**config.mk**
```make
export PLATFORM = sky130hd
export DESIGN_NAME = form_field_extract_decode
export DESIGN_NICKNAME = d
export VERILOG_FILES = /design/src/sv/ffed_pkg.sv /design/src/sv/ffed_front.sv /design/src/sv/ffed_queue.sv /design/src/sv/ffed_back.sv /design/src/sv/form_field_extract_decode.sv
export SDC_FILE = /design/constraint.sdc
export NUM_CORES = 1
export LEC_CHECK = 0
export ABC_AREA = 1
export BUFFER_PORTS_ARGS = -buffer_cell sky130_fd_sc_hd__buf_2
export CAP_MARGIN = 25
export CORE_MARGIN = 2
export CORE_UTILIZATION = 30
export CTS_CLUSTER_DIAMETER = 150
export CTS_CLUSTER_SIZE = 12
export DETAILED_ROUTE_END_ITERATION = 7
export PLACE_DENSITY = 0.42
export SLEW_MARGIN = 20
export SYNTH_ARGS = -nofsm -noshare
export SYNTH_HDL_FRONTEND = slang
export SYNTH_HIERARCHICAL = 1
export SYNTH_SLANG_ARGS = --single-unit
```
**constraint.sdc**
```tcl
create_clock -name i_clk -period 5.8 [get_ports i_clk]
set_input_delay 0.58 -clock i_clk [delete_from_list [all_inputs] [get_ports i_clk]]
set_output_delay 0.58 -clock i_clk [all_outputs]
set_load 0.02 [all_outputs]
```
**src/sv/ffed_pkg.sv**
```systemverilog
// shared types, character codes and helpers of the form field decoder
// no dependencies
package ffed_pkg;

    localparam int RAW_VALUE_LIMIT = 160;
    localparam int KEY_MAX_BYTES   = 16;
    localparam int QUEUE_DEPTH     = 4;
    localparam int QPTR_W          = $clog2(QUEUE_DEPTH);
    localparam int QCNT_W          = $clog2(QUEUE_DEPTH + 1);
    localparam int MAX_DATA        = 3;

    localparam logic [7:0] CH_PLUS  = 8'h2b;
    localparam logic [7:0] CH_PCT   = 8'h25;
    localparam logic [7:0] CH_AMP   = 8'h26;
    localparam logic [7:0] CH_EQ    = 8'h3d;
    localparam logic [7:0] CH_SPACE = 8'h20;

    localparam logic [1:0] REG_KEY_LOW  = 2'd0;
    localparam logic [1:0] REG_KEY_HIGH = 2'd1;
    localparam logic [1:0] REG_KEY_LEN  = 2'd2;
    localparam logic [1:0] REG_CAPACITY = 2'd3;

    typedef enum logic [1:0] {
        PH_COMPARE,
        PH_VALUE,
        PH_SKIP,
        PH_DONE
    } t_phase;

    // results of one accepted byte: up to three data bytes, then maybe a status
    typedef struct packed {
        logic [MAX_DATA-1:0][7:0] data;
        logic [1:0]               n_data;
        logic                     status;
        logic                     found;
    } t_entry;

    function automatic logic is_hex(logic [7:0] c);
        return (c >= 8'h30 && c <= 8'h39) || (c >= 8'h61 && c <= 8'h66) ||
               (c >= 8'h41 && c <= 8'h46);
    endfunction

    function automatic logic [3:0] hex_nib(logic [7:0] c);
        logic [7:0] v;
        if (c >= 8'h30 && c <= 8'h39) begin
            v = c - 8'h30;
        end else if (c >= 8'h61 && c <= 8'h66) begin
            v = c - 8'h57;
        end else begin
            v = c - 8'h37;
        end
        return v[3:0];
    endfunction

endpackage

```
**src/sv/ffed_front.sv**
```systemverilog
// front end: config registers, segment/key matching and url decoding
// depends on ffed_pkg; pushes one t_entry per byte that yields results
module ffed_front import ffed_pkg::*; (
    input  logic        i_clk,
    input  logic        i_rst_n,
    input  logic        i_cfg_we,
    input  logic [1:0]  i_cfg_index,
    input  logic [63:0] i_cfg_wdata,
    input  logic        i_in_valid,
    output logic        o_in_ready,
    input  logic [7:0]  i_in_byte,
    input  logic        i_in_eob,
    input  logic        i_full,
    output logic        o_push,
    output t_entry      o_push_entry
);

    typedef struct packed {
        logic [MAX_DATA-1:0][7:0] data;
        logic [1:0]               n;
    } t_cand;

    function automatic t_cand push(t_cand c, logic [7:0] x);
        t_cand r;
        r = c;
        if (c.n != 2'd3) begin
            r.data[c.n] = x;
        end
        r.n = c.n + 2'd1;
        return r;
    endfunction

    logic [63:0] r_key_lo;
    logic [63:0] r_key_hi;
    logic [4:0]  r_key_len;
    logic [7:0]  r_cap;

    t_phase      r_phase, n_phase;
    logic [4:0]  r_seg_pos, n_seg_pos;
    logic        r_match, n_match;
    logic [7:0]  r_raw, n_raw;
    logic [7:0]  r_emitted, n_emitted;
    logic        r_pct, n_pct;
    logic [7:0]  r_held, n_held;
    logic        r_held_v, n_held_v;
    logic        r_found, n_found;

    logic        accept;
    logic [4:0]  klen;
    logic [7:0]  key_byte;
    logic        b_amp, b_eq, b_plus, b_pct, b_hex;
    logic        in_key;
    logic        enter_value;
    logic        limit_hit;
    t_cand       cand;
    logic [8:0]  cap_need;
    logic [8:0]  avail;
    logic [1:0]  n_emit;

    assign o_in_ready = !i_full;
    assign accept     = i_in_valid && o_in_ready;

    always_ff @(posedge i_clk) begin
        if (!i_rst_n) begin
            r_key_lo  <= '0;
            r_key_hi  <= '0;
            r_key_len <= '0;
            r_cap     <= 8'd64;
        end else if (i_cfg_we) begin
            unique case (i_cfg_index)
                REG_KEY_LOW:  r_key_lo  <= i_cfg_wdata;
                REG_KEY_HIGH: r_key_hi  <= i_cfg_wdata;
                REG_KEY_LEN:  r_key_len <= i_cfg_wdata[4:0];
                REG_CAPACITY: r_cap     <= i_cfg_wdata[7:0];
            endcase
        end
    end

    // shared decisions
    always_comb begin
        klen     = (r_key_len > 5'(KEY_MAX_BYTES)) ? 5'(KEY_MAX_BYTES) : r_key_len;
        key_byte = r_seg_pos[3] ? r_key_hi[{r_seg_pos[2:0], 3'b000} +: 8]
                                : r_key_lo[{r_seg_pos[2:0], 3'b000} +: 8];
        b_amp    = (i_in_byte == CH_AMP);
        b_eq     = (i_in_byte == CH_EQ);
        b_plus   = (i_in_byte == CH_PLUS);
        b_pct    = (i_in_byte == CH_PCT);
        b_hex    = is_hex(i_in_byte);
        in_key   = (r_seg_pos < klen);
        enter_value = (r_phase == PH_COMPARE) && !b_amp && !in_key && r_match && b_eq;
        limit_hit   = ((r_raw + 8'd1) >= 8'(RAW_VALUE_LIMIT - 1));
    end

    // outputs: decoded bytes of this transaction
    always_comb begin
        cand = '0;
        if (r_phase == PH_VALUE) begin
            if (b_amp) begin
                if (r_pct) begin
                    cand = push(cand, CH_PCT);
                    if (r_held_v) begin
                        cand = push(cand, r_held);
                    end
                end
            end else if (r_pct && !r_held_v && b_hex) begin
                // first hex digit held; flushed literally if the value ends here
                if (limit_hit || i_in_eob) begin
                    cand = push(cand, CH_PCT);
                    cand = push(cand, i_in_byte);
                end
            end else if (r_pct && r_held_v && b_hex) begin
                cand = push(cand, {hex_nib(r_held), hex_nib(i_in_byte)});
            end else begin
                if (r_pct) begin
                    cand = push(cand, CH_PCT);
                    if (r_held_v) begin
                        cand = push(cand, r_held);
                    end
                end
                if (b_plus) begin
                    cand = push(cand, CH_SPACE);
                end else if (!b_pct) begin
                    cand = push(cand, i_in_byte);
                end else if (limit_hit || i_in_eob) begin
                    cand = push(cand, CH_PCT);
                end
            end
        end

        // emit stops at capacity minus one
        cap_need = {1'b0, r_emitted} + 9'd1;
        avail    = ({1'b0, r_cap} > cap_need) ? ({1'b0, r_cap} - cap_need) : 9'd0;
        n_emit   = (avail < {7'd0, cand.n}) ? avail[1:0] : cand.n;

        o_push                = accept && ((n_emit != 2'd0) || i_in_eob);
        o_push_entry.data     = cand.data;
        o_push_entry.n_data   = n_emit;
        o_push_entry.status   = i_in_eob;
        o_push_entry.found    = r_found || enter_value;
    end

    // next state
    always_comb begin
        n_phase   = r_phase;
        n_seg_pos = r_seg_pos;
        n_match   = r_match;
        n_raw     = r_raw;
        n_emitted = r_emitted + {6'd0, n_emit};
        n_pct     = r_pct;
        n_held    = r_held;
        n_held_v  = r_held_v;
        n_found   = r_found || enter_value;
        unique case (r_phase)
            PH_COMPARE: begin
                if (b_amp) begin
                    n_seg_pos = '0;
                    n_match   = 1'b1;
                end else if (in_key) begin
                    if (i_in_byte != key_byte) begin
                        n_match = 1'b0;
                    end
                    n_seg_pos = r_seg_pos + 5'd1;
                end else if (enter_value) begin
                    n_phase   = PH_VALUE;
                    n_raw     = '0;
                    n_emitted = '0;
                end else begin
                    n_phase = PH_SKIP;
                end
            end
            PH_SKIP: begin
                if (b_amp) begin
                    n_phase   = PH_COMPARE;
                    n_seg_pos = '0;
                    n_match   = 1'b1;
                end
            end
            PH_VALUE: begin
                if (b_amp || limit_hit) begin
                    n_phase  = PH_DONE;
                    n_pct    = 1'b0;
                    n_held_v = 1'b0;
                    n_held   = '0;
                end else if (r_pct && !r_held_v && b_hex) begin
                    n_held   = i_in_byte;
                    n_held_v = 1'b1;
                end else if (r_pct && r_held_v && b_hex) begin
                    n_pct    = 1'b0;
                    n_held_v = 1'b0;
                    n_held   = '0;
                end else begin
                    n_pct    = b_pct;
                    n_held_v = 1'b0;
                    n_held   = '0;
                end
                if (!b_amp) begin
                    n_raw = r_raw + 8'd1;
                end
            end
            PH_DONE: begin
            end
        endcase
        if (i_in_eob) begin
            n_phase   = PH_COMPARE;
            n_seg_pos = '0;
            n_match   = 1'b1;
            n_raw     = '0;
            n_emitted = '0;
            n_pct     = 1'b0;
            n_held    = '0;
            n_held_v  = 1'b0;
            n_found   = 1'b0;
        end
    end

    always_ff @(posedge i_clk) begin
        if (!i_rst_n) begin
            r_phase   <= PH_COMPARE;
            r_seg_pos <= '0;
            r_match   <= 1'b1;
            r_raw     <= '0;
            r_emitted <= '0;
            r_pct     <= 1'b0;
            r_held    <= '0;
            r_held_v  <= 1'b0;
            r_found   <= 1'b0;
        end else if (accept) begin
            r_phase   <= n_phase;
            r_seg_pos <= n_seg_pos;
            r_match   <= n_match;
            r_raw     <= n_raw;
            r_emitted <= n_emitted;
            r_pct     <= n_pct;
            r_held    <= n_held;
            r_held_v  <= n_held_v;
            r_found   <= n_found;
        end
    end

endmodule

```
**src/sv/ffed_queue.sv**
```systemverilog
// short queue of result groups between front and back end
// depends on ffed_pkg
module ffed_queue import ffed_pkg::*; (
    input  logic   i_clk,
    input  logic   i_rst_n,
    input  logic   i_push,
    input  t_entry i_push_entry,
    input  logic   i_pop,
    output logic   o_full,
    output logic   o_head_valid,
    output t_entry o_head
);

    t_entry              r_mem [QUEUE_DEPTH];
    logic [QPTR_W-1:0]   r_wr_ptr, n_wr_ptr;
    logic [QPTR_W-1:0]   r_rd_ptr, n_rd_ptr;
    logic [QCNT_W-1:0]   r_count, n_count;
    logic                do_pop;

    assign o_full       = (r_count == QCNT_W'(QUEUE_DEPTH));
    assign o_head_valid = (r_count != '0);
    assign o_head       = r_mem[r_rd_ptr];
    assign do_pop       = i_pop && o_head_valid;

    always_comb begin
        n_wr_ptr = r_wr_ptr;
        n_rd_ptr = r_rd_ptr;
        if (i_push) begin
            n_wr_ptr = (r_wr_ptr == QPTR_W'(QUEUE_DEPTH - 1)) ? '0 : r_wr_ptr + 1'b1;
        end
        if (do_pop) begin
            n_rd_ptr = (r_rd_ptr == QPTR_W'(QUEUE_DEPTH - 1)) ? '0 : r_rd_ptr + 1'b1;
        end
        n_count = r_count + QCNT_W'(i_push) - QCNT_W'(do_pop);
    end

    always_ff @(posedge i_clk) begin
        if (i_push) begin
            r_mem[r_wr_ptr] <= i_push_entry;
        end
    end

    always_ff @(posedge i_clk) begin
        if (!i_rst_n) begin
            r_wr_ptr <= '0;
            r_rd_ptr <= '0;
            r_count  <= '0;
        end else begin
            r_wr_ptr <= n_wr_ptr;
            r_rd_ptr <= n_rd_ptr;
            r_count  <= n_count;
        end
    end

endmodule

```
**src/sv/ffed_back.sv**
```systemverilog
// back end: walks the head group of the queue, one result per transaction
// depends on ffed_pkg
module ffed_back import ffed_pkg::*; (
    input  logic       i_clk,
    input  logic       i_rst_n,
    input  logic       i_head_valid,
    input  t_entry     i_head,
    output logic       o_pop,
    output logic       o_valid,
    input  logic       i_ready,
    output logic [7:0] o_byte,
    output logic       o_is_status,
    output logic       o_found,
    output logic       o_last
);

    logic [1:0] r_idx, n_idx;
    logic [2:0] total;
    logic       is_data;
    logic       take;

    always_comb begin
        total       = {1'b0, i_head.n_data} + {2'd0, i_head.status};
        is_data     = (r_idx < i_head.n_data);
        o_valid     = i_head_valid;
        o_byte      = is_data ? i_head.data[r_idx] : 8'd0;
        o_is_status = !is_data;
        o_found     = !is_data && i_head.found;
        o_last      = ({1'b0, r_idx} == (total - 3'd1));
        take        = o_valid && i_ready;
        o_pop       = take && o_last;
        n_idx       = r_idx;
        if (take) begin
            n_idx = o_last ? 2'd0 : r_idx + 2'd1;
        end
    end

    always_ff @(posedge i_clk) begin
        if (!i_rst_n) begin
            r_idx <= '0;
        end else begin
            r_idx <= n_idx;
        end
    end

endmodule

```
**src/sv/form_field_extract_decode.sv**
```systemverilog
// Form field decoder: takes a urlencoded body one byte per cycle while the
// queue is not full, picks the first segment whose key matches the configured
// key and emits its url-decoded value, then one status result at the end of
// the body. The back end hands out one result per cycle while m_axis_tready is
// high, so a byte that yields two to four results (escape flushes, status at
// end of body) holds the output for each of them, and a 4-entry queue of result
// groups between front and back end absorbs such bursts before s_axis_tready
// drops. The results of an accepted byte are registered in the queue first.
// Write configuration only while no results are outstanding.
// depends on ffed_pkg, ffed_front, ffed_queue, ffed_back
module form_field_extract_decode import ffed_pkg::*; (
    input  logic        i_clk,
    input  logic        i_rst_n,
    input  logic        i_cfg_we,
    input  logic [1:0]  i_cfg_index,
    input  logic [63:0] i_cfg_wdata,
    input  logic        s_axis_tvalid,
    output logic        s_axis_tready,
    input  logic [7:0]  s_axis_tdata,   // [7:0] body_byte
    input  logic        s_axis_tlast,   // end_of_body
    output logic        m_axis_tvalid,
    input  logic        m_axis_tready,
    output logic [15:0] m_axis_tdata,   // [7:0] out_byte, [8] found, rest zero
    output logic        m_axis_tuser,   // [0] is_status
    output logic        m_axis_tlast    // last
);

    logic       push;
    t_entry     push_entry;
    logic       full;
    logic       pop;
    logic       head_valid;
    t_entry     head;
    logic [7:0] out_byte;
    logic       found;

    ffed_front u_front (
        .i_clk        (i_clk),
        .i_rst_n      (i_rst_n),
        .i_cfg_we     (i_cfg_we),
        .i_cfg_index  (i_cfg_index),
        .i_cfg_wdata  (i_cfg_wdata),
        .i_in_valid   (s_axis_tvalid),
        .o_in_ready   (s_axis_tready),
        .i_in_byte    (s_axis_tdata),
        .i_in_eob     (s_axis_tlast),
        .i_full       (full),
        .o_push       (push),
        .o_push_entry (push_entry)
    );

    ffed_queue u_queue (
        .i_clk        (i_clk),
        .i_rst_n      (i_rst_n),
        .i_push       (push),
        .i_push_entry (push_entry),
        .i_pop        (pop),
        .o_full       (full),
        .o_head_valid (head_valid),
        .o_head       (head)
    );

    ffed_back u_back (
        .i_clk        (i_clk),
        .i_rst_n      (i_rst_n),
        .i_head_valid (head_valid),
        .i_head       (head),
        .o_pop        (pop),
        .o_valid      (m_axis_tvalid),
        .i_ready      (m_axis_tready),
        .o_byte       (out_byte),
        .o_is_status  (m_axis_tuser),
        .o_found      (found),
        .o_last       (m_axis_tlast)
    );

    assign m_axis_tdata = {7'd0, found, out_byte};

endmodule

```
Word level (Yosys, flattened, before mapping) --
Memories as Yosys holds them, arrays and structs flattened. A register that Yosys moved wholly into a read port is not among the register bits. Cells that the tools add are included.
Operators by class: add/subtract/negate cells 19, magnitude comparators 19, equal/unequal tests 24, shift-type cells 2, mux-type cells 81, bitwise logic cells 6, reduce and logical (&&, ||, !) cells 49
Operators by type and width (count):
- 2-to-1 mux 26 bit | 12
- 2-to-1 mux 8 bit | 18
- variable part select 64 x 7 -> 8 bit | 2
- 2-to-1 mux 24 bit | 3
- 2-to-1 mux 18 bit | 2
- == test 8 x 6 -> 1 bit, second input constant | 4
- 2-to-1 mux 5 bit | 5
- bitwise mux 24 bit | 1
- >= comparator 8 x 7 -> 1 bit, second input constant | 3
- less-or-equal comparator 8 x 7 -> 1 bit, second input constant | 3
- 2-to-1 mux 2 bit | 12
- AND 21 bit | 1
- NOT 21 bit | 1
- logical AND 1 bit | 20
- 2-to-1 mux 1 bit | 17
- binary-select mux 8 bit (select 2 bit) | 1
- demux 8 bit (select 2 bit) | 1
- >= comparator 8 x 6 -> 1 bit, second input constant | 2
- less-or-equal comparator 8 x 6 -> 1 bit, second input constant | 2
- 2-to-1 mux 4 bit | 4
- case mux 8 bit (2 select lines) | 1
- subtractor 4 x 3 -> 4 bit, second input constant | 4
- AND 15 bit | 1
- NOT 15 bit | 1
- 46 further kinds | 79
Word-level totals: register bits after elaboration 185, memory bits (writable) 112, input port bits 80, logic and storage cells 218, memories 1
Memories:
- u_queue.r_mem | words 4, bits a word 28, rd ports 1, clocked after memory_dff 1, wr ports 1, line ffed_queue.sv:14 | t_entry r_mem [QUEUE_DEPTH];

Longest topological paths before layout --
word-level depth 31, mapped depth 30

Hierarchy --
The synthesis kept the hierarchy.
By module, submodules not included:
- ffed_front | times used 1, cells each 1441, area each 9701.8 µm², sequential area each 3523.4 µm²
- ffed_queue | times used 1, cells each 333, area each 4621.9 µm², sequential area each 3543.4 µm²
- ffed_back | times used 1, cells each 83, area each 505.5 µm², sequential area each 40.0 µm²
- form_field_extract_decode | times used 1, cells each 9, area each 63.8 µm², sequential area each 0.0 µm²

Worst setup path before layout --
OpenSTA, ideal clock, no wires.
kind register -> register, from register u_front.r_emitted[2], to memory u_queue/r_mem[0][0] in the netlist's numbering (enable), arrival time 3680 ps, setup slack 1738 ps, cell stages (with the launch flop) 24, buffers on the path 1, period minus slack after synthesis 4062 ps, cells stage by stage dfxtp_1 clkbuf_1 inv_1 nor3_1 inv_1 o21ai_0 o21ai_0 ha_1 nand2_1 a21oi_1 nor2_1 nand2_1 nand2_1 a21oi_2 inv_1 nor2_1 ha_1 nand2_1 nand3b_1 nand2_2 nor2_1 nor2_1 nand2_1 inv_1
RTL lines:
- from (decl) | line ffed_front.sv:42 | logic [7:0] r_emitted, n_emitted;
- from (signal assigned) | line ffed_front.sv:232 | r_emitted <= n_emitted;
- to (decl) | line ffed_queue.sv:14

==> flow_metrics.py <==
metrics = {
    "worst_setup_path": {
        "r2r_slack_ns": 1.22,
        "crit_path_max_fanout": 7,
        "max_stage_delay_ns": 0.47,
        "cpLargestDelayFamily": "simple AND/OR/NAND/NOR gates",
        "worstPathRequired_ns": 6.26,
        "cp-end-kind": "flip-flop",
        "crit_path_start_kind": "flip-flop",
        "worstRegToRegCells": 27,
        "timing.rr.end": "u_queue/r_count[2]",
        "worstPathArrival_ns": 5.04,
        "path_class": "flip-flop to flip-flop",
        "cp_slowest_cell": "dfxtp_1",
        "crit_buf_inv": 5,
        "r2r-start": "u_front/r_emitted[2]",
    },
    "clock_tree": {
        "cts_root_buf": "clkbuf_16",
        "post_cts_buffers": 0,
        "cts_made_buffers": 28,
        "ctsLongestPathBuffers": 3,
        "insertion_delay_ns": 0.59,
        "cts_hold_buf": 0,
        "cts_tree": "done",
        "cts.sinks": 299,
        "htree_levels": 1,
        "cts-resized-gates": 0,
        "clk_pin_slew_ns": 0.07,
    },
    "synth": {
        "synth_seq_cells": 299,
        "avgSynthCellArea_um2": 7.98,
        "yosysSeqAreaShare_pct": 47.7,
        "async_reset_ff_share_pct": 0,
        "netlist_top_cells_area": "dfxtp_1 (25%), edfxtp_1 (23%), nor2_1 (10%)",
        "synth_edf_count": 112,
        "synth_top_family_by_area": "simple AND/OR/NAND/NOR gates",
        "synth_fa_ha_area_share_pct": 3.68,
        "synth_area_um2": 14900,
        "yosys.area_share.simple_pct": 20.5,
        "synth_xor_area_share_pct": 1.41,
        "synth-main-ff-cell": "dfxtp_1",
        "ys_types": 57,
        "yosys.area.top_type_share_pct": 25.1,
        "synth_mux_area_share_pct": 0,
        "netlist_instances": 1866,
        "yosysTopAreaCell": "dfxtp_1",
        "ys_warn_count": 6,
        "synth_compound_area_share_pct": 19.0,
    },
    "timing": {
        "period_share_pct": 78.9,
        "rsz0062_at_grt": "no",
        "layout_min_cycle_time_ns": 4.58,
        "maxSlewHeadroom_pct": 35.9,
        "hold_ws_ns": 0.250,
        "drv_slew": 0,
        "setup_viol": 0,
        "tightest_slew_ns": 0.962,
        "fmaxAchievable_mhz": 219,
        "fin_setup_tns_ns": 0,
        "clock-skew-final_ns": 0.0265,
        "hold_viol": 0,
    },
    "final_layout": {
        "n_fill_cell": 5207,
        "fin_nets": 2027,
        "seq_area_um2": 7110,
        "area_delta_synth_final_pct": 11.5,
        "drive_gt1_share_pct": 11.3,
        "multi_input_area_um2": 6670,
    },
    "power_and_ir_drop": {
        "p_switching_mw": 1.37,
        "leakagePower_nw": 6.44,
        "intPower_mw": 3.39,
        "pwr-share-comb_pct": 15.5,
        "peakVddDrop_uv": 203,
        "pwr_density_cell_nw_per_um2": 287,
        "pwr-share-seq_pct": 48.7,
        "p_total_mw": 4.76,
        "switching_share_pct": 28.8,
        "clockPowerShare_pct": 35.8,
    },
    "place": {
        "portBuffers": 92,
        "place_congestion": 0.890,
        "dp.final_hpwl_um": 32900,
    },
    "die": {
        "start_util_pct": 30.4,
        "fp-row-count": 81,
        "fp.dieArea_um2": 51400,
        "core_area_um2": 49000,
        "pin_count": 100,
        "dieHeight_um": 227,
        "die_w_um": 227,
    },
    "grt": {
        "grt_pass1_vias": 12000,
        "grt_use_total_pct": 18.8,
        "antenna_found_initial": 5,
        "grt_pass1_wl_um": 73900,
        "grt_max_degree": 86,
        "overflow": 0,
    },
    "hold_path": {
        "whs_path_depth": 3,
        "worst_hold_path.endpoint": "u_front/r_key_hi[32]",
        "hold_path.startpoint": "i_cfg_wdata[32]",
        "hold_path.class": "input port to flip-flop",
    },
    "route": {
        "drt_iter0_drc": 843,
        "drc_errors": 0,
        "wl_um": 48400,
        "routedWlPerCell_um": 18.8,
        "detail_route.first_pass.iterations": 5,
        "vias": 12700,
        "drtAntennaViolNets": 0,
        "via_per_inst": 4.91,
    },
    "status": {
        "status": "complete, no violations",
    },
    "job": {
        "maxCapViolations": 0,
    },
}
==> worst register-to-register path: stages (launching register included) <==
cell,delay [ns]
dfxtp_1,0.47
inv_1,0.10
nor3_1,0.35
inv_1,0.09
o21ai_0,0.14
o21ai_0,0.10
ha_1,0.38
nand2_1,0.08
nor3_1,0.24
nand4_1,0.12
nand2_1,0.09
a21oi_2,0.07
inv_1,0.07
nor2_1,0.05
ha_1,0.20
nand3b_1,0.15
nor2_1,0.20
nand3b_1,0.13
nand2_2,0.17
nor2_1,0.07
nor2_1,0.31
ha_1,0.21
inv_1,0.05
fa_1,0.38
inv_1,0.08
nand2_1,0.05
nand2_1,0.06
nor2_1,0.05
==> power groups by stage <==
stage / clock, mW / combinational (mW) / sequential (mW)
6_report: 1.71 / 0.739 / 2.32
5_1_grt: 1.85 / 0.829 / 2.33
4_1_cts: 1.78 / 0.748 / 2.32
3_5_place_dp: 0 / 0.745 / 2.36
3_3_place_gp: 0 / 0.745 / 2.36
2_1_floorplan: 0 / 0.508 / 2.34
==> worst max path at each step <==
stage / slack [ns] / cells past startpoint / endpoint / start
5_1_grt: 0.65 / 29 / u_queue/r_count[2] / u_front/r_emitted[2]
6_report: 1.22 / 27 / u_queue/r_count[2] / u_front/r_emitted[2]
4_1_cts: 1.19 / 29 / u_queue/r_count[2] / u_front/r_emitted[2]
3_5_place_dp: 1.12 / 24 / u_front/r_emitted[6] / s_axis_tdata[0]
2_1_floorplan: 1.74 / 23 / u_queue/r_mem[0][0] / u_front/r_emitted[2]
3_3_place_gp: 1.26 / 24 / u_front/r_emitted[6] / s_axis_tdata[0]
==> cells by family (layout without fill, tap and decap cells) <==
family | after synthesis | after routing
xor gates and xnor gates | 24 | 24
buffers and inverters | 265 | 309
AOI/OAI and AO/OA | 516 | 516
DFF | 299 | 299
other | 1 | 9
adders and majority gates | 42 | 42
and+or+nand+nor | 719 | 719
==> metrics by stage <==
stage	setup WS, ns	area (µm²)	cells	util, %
6_report	1.22	16600	2582	33.9
5_1_grt	0.655	16600	2580	33.9
3_3_place_gp	1.26	15800	2538	32.3
4_1_cts	1.19	16600	2579	33.9
2_1_floorplan	1.74	14900	1872	-
3_5_place_dp	1.12	15800	2538	32.3
==> layer usage <==
metal	routed length (µm)	global-route usage (%)	up-vias
met4	1320	5.65	4
met3	2630	3.43	69
met5	26	0	-
li1	-	-	6346
met1	23100	26.3	5969
met2	21300	29.4	289
==> synthesized netlist by cell type, drive strengths merged, types with 2 or more instances <==
cell and n:
nand2 207, nand3 59, a211oi 4, nand3b 6
a221oi 2, o221ai 13, fa 3, xor2 17
a2111oi 2, ha 39, inv 150, nor2 410
clkinv 5, a31oi 8, xnor2 7, nand4 10
or2 2, edfxtp 112, clkbuf 66, o211ai 17
a21oi 115, a22oi 2, dfxtp 187, o31ai 2
nor3 20, o21ai 309, buf 44, o22ai 36
nor4 4
==> flip-flops by register name, indices dropped and copies added, names as in the netlist, named ones only <==
signal / flops
u_front/r_key_lo: 64
u_front/r_emitted: 8
u_front/r_cap: 8
u_front/r_raw: 8
u_queue/r_count: 3
u_front/r_held: 8
u_queue/r_rd_ptr: 2
u_front/r_found: 1
u_front/r_match: 1
u_front/r_key_len: 5
u_back/r_idx: 2
u_front/r_pct: 1
u_queue/r_wr_ptr: 2
u_front/r_key_hi: 64
u_queue/r_mem: 112
u_front/r_held_v: 1
u_front/r_seg_pos: 5
u_front/r_phase: 2
==> final cells by class <==
cell class | instances | share of cell area, %
Inverter | 155 | 3.56
Multi-Input combinational cell | 1308 | 40.2
Tap cell | 664 | 5.00
Sequential cell | 299 | 42.8
Timing Repair Buffer | 113 | 3.78
Antenna cell | 2 | 0.0301
Clock buffer | 41 | 4.64
==> cells in the final DEF (no fill, tap or decap), types with 30 or more instances in the layout <==
cell type  count
ha_1          39
nor2_1       394
edfxtp_1     112
a21oi_1      105
inv_1        131
o21ai_1       30
nand3_1       54
o22ai_1       36
nand2_1      190
dfxtp_1      186
buf_2         91
o21ai_0      278
Note: power is estimated with default switching activity, not from simulation.
